$ cat src/rtl/core/lqc_pkg.sv
`default_nettype none
// ----------------------------------------------------------------------------
// lqc_pkg
// Shared types and constants for the linear queue with compaction: beat
// field widths, operation and status codes, and the controller to datapath
// command and status bundles.
// ----------------------------------------------------------------------------
package lqc_pkg;

    localparam int KIND_W             = 2;
    localparam int VALUE_W            = 32;
    localparam int STATUS_W           = 2;
    localparam int OCC_W              = 9;
    localparam int CAP_W              = 9;
    localparam logic [CAP_W-1:0] CAP_RESET = 9'd256;

    localparam int DEPTH_DEFAULT      = 256;
    localparam int DATA_WIDTH_DEFAULT = 32;

    typedef enum logic [KIND_W-1:0] {
        KIND_INSERT  = 2'd0,
        KIND_REMOVE  = 2'd1,
        KIND_CLEAR   = 2'd2,
        KIND_COMPACT = 2'd3
    } kind_t;

    typedef enum logic [STATUS_W-1:0] {
        STATUS_OK    = 2'd0,
        STATUS_FULL  = 2'd1,
        STATUS_EMPTY = 2'd2
    } status_t;

    typedef struct packed {
        logic    insert;
        logic    remove;
        logic    clear;
        logic    rebase;
        logic    copy_start;
        logic    copy_step;
        logic    load;
        logic    res_from_mem;
        status_t res_status;
    } lqc_cmd_t;

    typedef struct packed {
        logic full;
        logic empty;
        logic compact_trivial;
        logic copy_done;
    } lqc_stat_t;

endpackage
`default_nettype wire

$ cat src/rtl/core/lqc_ctrl.sv
`default_nettype none
// ----------------------------------------------------------------------------
// lqc_ctrl
// Controller state machine: accepts request beats, sequences removes and
// compaction copies in the datapath, and owns the response valid flag.
// ----------------------------------------------------------------------------
module lqc_ctrl import lqc_pkg::*;
(
    input  logic      clk,
    input  logic      rst_n,
    input  logic      req_valid,
    output logic      req_ready,
    input  kind_t     req_kind,
    output logic      rsp_valid,
    input  logic      rsp_ready,
    input  lqc_stat_t stat,
    output lqc_cmd_t  cmd
);

    typedef enum logic [2:0] {
        ST_IDLE = 3'b001,
        ST_READ = 3'b010,
        ST_COPY = 3'b100
    } state_t;

    state_t state_reg;
    state_t state_next;
    logic   res_valid_reg;
    logic   res_valid_next;
    logic   slot_free;
    logic   accept;

    assign slot_free = !res_valid_reg || rsp_ready;
    assign accept    = req_valid && req_ready;
    assign rsp_valid = res_valid_reg;

    always_comb
    begin
        cmd        = '0;
        state_next = state_reg;
        req_ready  = 1'b0;
        unique case (state_reg)
            ST_IDLE:
            begin
                req_ready = slot_free;
                if (req_valid && slot_free)
                begin
                    unique case (req_kind)
                        KIND_INSERT:
                        begin
                            cmd.load = 1'b1;
                            if (stat.full)
                            begin
                                cmd.res_status = STATUS_FULL;
                            end
                            else
                            begin
                                cmd.insert = 1'b1;
                            end
                        end
                        KIND_REMOVE:
                        begin
                            if (stat.empty)
                            begin
                                cmd.load       = 1'b1;
                                cmd.res_status = STATUS_EMPTY;
                            end
                            else
                            begin
                                cmd.remove = 1'b1;
                                state_next = ST_READ;
                            end
                        end
                        KIND_CLEAR:
                        begin
                            cmd.clear = 1'b1;
                            cmd.load  = 1'b1;
                        end
                        KIND_COMPACT:
                        begin
                            if (stat.compact_trivial)
                            begin
                                cmd.rebase = 1'b1;
                                cmd.load   = 1'b1;
                            end
                            else
                            begin
                                cmd.copy_start = 1'b1;
                                state_next     = ST_COPY;
                            end
                        end
                        default:
                        begin
                            cmd.load = 1'b1;
                        end
                    endcase
                end
            end
            ST_READ:
            begin
                cmd.load         = 1'b1;
                cmd.res_from_mem = 1'b1;
                state_next       = ST_IDLE;
            end
            ST_COPY:
            begin
                if (stat.copy_done)
                begin
                    cmd.rebase = 1'b1;
                    cmd.load   = 1'b1;
                    state_next = ST_IDLE;
                end
                else
                begin
                    cmd.copy_step = 1'b1;
                end
            end
            default:
            begin
                state_next = ST_IDLE;
            end
        endcase
    end

    always_comb
    begin
        res_valid_next = res_valid_reg;
        if (cmd.load)
        begin
            res_valid_next = 1'b1;
        end
        else if (rsp_ready)
        begin
            res_valid_next = 1'b0;
        end
    end

    always_ff @(posedge clk or negedge rst_n)
    begin
        if (!rst_n)
        begin
            state_reg     <= ST_IDLE;
            res_valid_reg <= 1'b0;
        end
        else
        begin
            state_reg     <= state_next;
            res_valid_reg <= res_valid_next;
        end
    end

    // The response slot must be free whenever a multi-cycle operation is running.
    a_read_slot_free: assert property (@(posedge clk) disable iff (!rst_n)
        (state_reg == ST_READ || state_reg == ST_COPY) |-> !res_valid_reg)
        else $error("response slot occupied during a multi-cycle operation");

    a_remove_goes_read: assert property (@(posedge clk) disable iff (!rst_n)
        (accept && req_kind == KIND_REMOVE && !stat.empty) |=> (state_reg == ST_READ))
        else $error("remove of a non-empty queue did not enter the read state");

    a_load_sets_valid: assert property (@(posedge clk) disable iff (!rst_n)
        cmd.load |=> res_valid_reg)
        else $error("loaded response beat not presented");

    a_copy_keeps_slot: assert property (@(posedge clk) disable iff (!rst_n)
        (state_reg == ST_COPY && !stat.copy_done) |=> (state_reg == ST_COPY))
        else $error("compaction left before the copy finished");

endmodule
`default_nettype wire

$ cat config.mk
export PLATFORM = sky130hd
export DESIGN_NAME = lqc_ctrl
export DESIGN_NICKNAME = d
export VERILOG_FILES = /design/src/rtl/core/lqc_pkg.sv /design/src/rtl/core/lqc_ctrl.sv
export SDC_FILE = /design/constraint.sdc
export NUM_CORES = 1
export LEC_CHECK = 0
export BUFFER_PORTS_ARGS = -buffer_cell sky130_fd_sc_hd__buf_4
export CORE_AREA = 10 10 47 49
export CTS_BUF_LIST = sky130_fd_sc_hd__clkbuf_8
export DETAILED_ROUTE_END_ITERATION = 12
export DIE_AREA = 0 0 57 59
export SLEW_MARGIN = 20
export SYNTH_ARGS = -nofsm -noshare
export SYNTH_HDL_FRONTEND = slang
export SYNTH_SLANG_ARGS = --single-unit
$ cat constraint.sdc
create_clock -name clk -period 1.7 [get_ports clk]
set_clock_uncertainty 0.05 [all_clocks]
set_input_delay 0.255 -clock clk [delete_from_list [all_inputs] [get_ports clk]]
set_output_delay 0.255 -clock clk [all_outputs]
set_load 0.005 [all_outputs]
==> flow_summary_export.csv <==
group,metric,value,unit
outcome,outcome,"finished with violations",
outcome,failed_checks,"setup timing",
cells_and_area,nets,74,
global_routing,globalRoute.totalOverflow,0,
die,fp.dieH,59,um
synth,post-synth-top-area-cell,"dfrtp_1",
placed_design,port_buffers,21,
synth,synth_cell_type_count,25,
pwr,clock_power_share,46.4,%
clock_network,clock_sink_count,4,
die,core.rowCount,14,
pwr,power_density,689,nW/um^2
cells_and_area,sequential_cell_area,101,sq um
cells_and_area,final_cell_area,636,sq um
critical_path,critical_path.startpoint_type,"flop",
clock_network,clk_root_buffer_cell,"clkbuf_8",
synth,number_of_storage_elements_in_the_synthesis_netlist,4,
placed_design,place_area,528,sq um
placed_design,placedCellCount,73,
sta,rsz0062_at_grt,"yes",
die,core_area,1400,sq um
pwr,combinationalPowerShare,29.2,%
cells_and_area,diodes,0,
drt,detail-route-antenna-nets,0,
sta,post-route-worst-setup-slack,-0.103,ns
critical_path,worstSetupPathType,"flop to output pin",
clock_network,cts_inserted_buffers,3,
die,die-area,3360,sq um
drt,dr.pass1.iters,2,
synth,synth_area,343,sq um
synth,post_synth_inst_count,35,
critical_path,worst_ep_required_time,1.39,ns
placed_design,dp_worst_setup_slack,0.0575,ns
sta,finalCritPeriodShare,106,%
placed_design,final_hpwl_from_detailed_placement,863,um
global_routing,gr_usage_total,6.33,%
cells_and_area,layout-drive-gt1-share,65.1,%
die,design.portCount,22,
die,initial_core_util,24.5,%
cells_and_area,layout-area-overhead-vs-synth,85.4,%
clock_network,clk_transition_reported_paths,0.03,ns
global_routing,grt_antenna_before_repair,0,
die,die_width,57,um
clock_network,worstSkewPairLatency,0.22,ns
sta,worst_slew_pin_slew,0.377,ns
critical_path,cp_data_arrival_time,1.50,ns
drt,drt-vias-per-instance,4.70,
cells_and_area,fillerInstances,149,
global_routing,grt_start_max_net_pins,10,
sta,fin_crit,1.80,ns
clock_network,h_tree_lvl_count,1,
pwr,p_sw_share,25.2,%
synth,ys_seq_area_share,29.6,%
sta,hold_viol_final,0,
clock_network,cts_buffer_depth,2,
synth,syn_area_per_cell,9.80,sq um
pwr,sw_power,0.110,mW
synth,ys.flop_type,"dfrtp_1",
pwr,sequential_fraction_of_design_power,24.3,%
critical_path,critPathCaptureType,"output pin",
sta,endpoints_failing_setup,7,
critical_path,worstPathMaxFanout,5,
cells_and_area,finish.cell_count_without_fillers,79,
placed_design,place_congestion,0.664,
sta,maxClockFrequency,555,MHz
synth,synth_top_cells_by_area,"dfrtp_1, dfstp_2, nor4b_4",
drt,drt-total-wl,1020,um
drt,avgRoutedWirePerCell,12.9,um
synth,yosysMostFrequentCell,"dfrtp_1",
clock_network,tritoncts,"done",
pwr,total_power,0.438,mW
synth,synth-async-reset-ratio,100,%
worst_hold_path,min_path_type,"input port to flop",
drt,number_of_drc_violations_after_detailed_routing_iteration_0,4,
synth,synth_largest_type_area_fraction,21.9,%
sta,setup_total_negative_slack,-0.426,ns
synth,number_of_nets_in_the_synthesized_netlist,45,
global_routing,grt_pass1_wl,1810,um
pwr,internal_power_contribution,0.328,mW
global_routing,via_count_of_the_first_global_routing_pass,461,
run,max_cap_violations,0,
sta,timing.final.max_slew_violations,0,
drt,detail_route.drc_violations,0,
pwr,max-vdd-ir-drop,284,uV
cells_and_area,largest_register_ffs,3,
cells_and_area,area_taken_by_multi_input_logic_gates,249,sq um
drt,route.vias.total,371,
synth,synth-warning-count,0,
sta,fin_worst_hold_slack,0.157,ns
cells_and_area,postLayoutCoreUtil,45.4,%
synth,synth_enable_flop_cells,0,
sta,slew-limit-headroom,74.5,%
pwr,cellLeakagePower,0.289,nW
power groups by stage:
stage                     Clock, mW  Combinational (mW)  Sequential, mW
final                         0.203               0.128           0.107
after global routing          0.215               0.141           0.108
after CTS                     0.210               0.127           0.107
after detailed placement          0               0.110           0.108
after global placement            0               0.109           0.107
after floorplan                   0              0.0553           0.109
cell families after synthesis:
group / count (synthesis) / synth area share (%)
compound gates: 6 / 12.4
buf+inv: 5 / 9.85
flops: 4 / 29.6
mux: 1 / 2.92
simple gates: 19 / 45.3
routing by layer:
layer	wire [um]	part of all wire [%]	GRT usage, %
met1	459	45	6.82
met2	482	47	10.5
met3	78	7.6	1.93
met4	0	0	4.03
met5	0	0	0
worst max-delay path, cell delays in order (launching register included):
cell	delay (ns)
dfstp_2	0.51
and4bb_1	0.20
nand2_2	0.09
buf_6	0.14
nor4b_4	0.19
buf_4	0.14
repair_timing:
item | in CTS | in global routing
cloned | 0 | 0
buffers inserted | 1 | 0
pin swaps | 3 | 0
hold buffers | 1 | 0
setup endpoints to repair | 8 | 8
endpoints found under the hold margin | 4 | 0
gates resized for setup | 7 | 2
cell type report:
type                       instances  area share [%]
clock buffer                       3            6.50
clock inverter                     1           0.591
inverter                           1           0.591
multi-input combinational         26            39.2
sequential                         4            15.9
tap                               16            3.15
timing repair buffer              28            34.1
placed cells by master, fill, tap and decap left out:
cell type | Yosys | final
buf_4 | 2 | 26
clkbuf_8 | 0 | 3
dfrtp_1 | 3 | 3
nor2_1 | 2 | 2
a31oi_1 | 2 | 2
nand3_1 | 2 | 2
nor4b_4 | 1 | 2
inv_1 | 1 | 2
or2b_2 | 1 | 1
and4bb_1 | 1 | 1
nand2_2 | 0 | 1
nor4b_2 | 1 | 1
nor3b_1 | 2 | 1
mux2i_1 | 1 | 1
and2_1 | 1 | 1
o21ai_0 | 2 | 1
o21ai_2 | 0 | 1
nor3b_2 | 0 | 1
nor4b_1 | 2 | 1
nor4_4 | 0 | 1
nand2_1 | 2 | 1
nor3_1 | 1 | 1
nand3b_1 | 1 | 1
and4bb_2 | 1 | 1
o211ai_1 | 1 | 1
o31ai_2 | 1 | 1
dlygate4sd3_1 | 0 | 1
buf_6 | 1 | 1
dfstp_2 | 1 | 1
final timing paths:
kind,startpoint,end,slack (ns),cells past startpoint
min in group asynchronous,rst_n,state_reg[1],0.32,2
worst min-delay path,req_valid,state_reg[0],0.16,2
worst max register to register,state_reg[0],state_reg[1],0.28,5
worst min register to register,rsp_valid,rsp_valid,0.64,2
max in group asynchronous,rst_n,state_reg[0],1.09,2
worst max-delay path,state_reg[0],cmd[8],-0.10,5
Power figures use the tool's default switching activity.
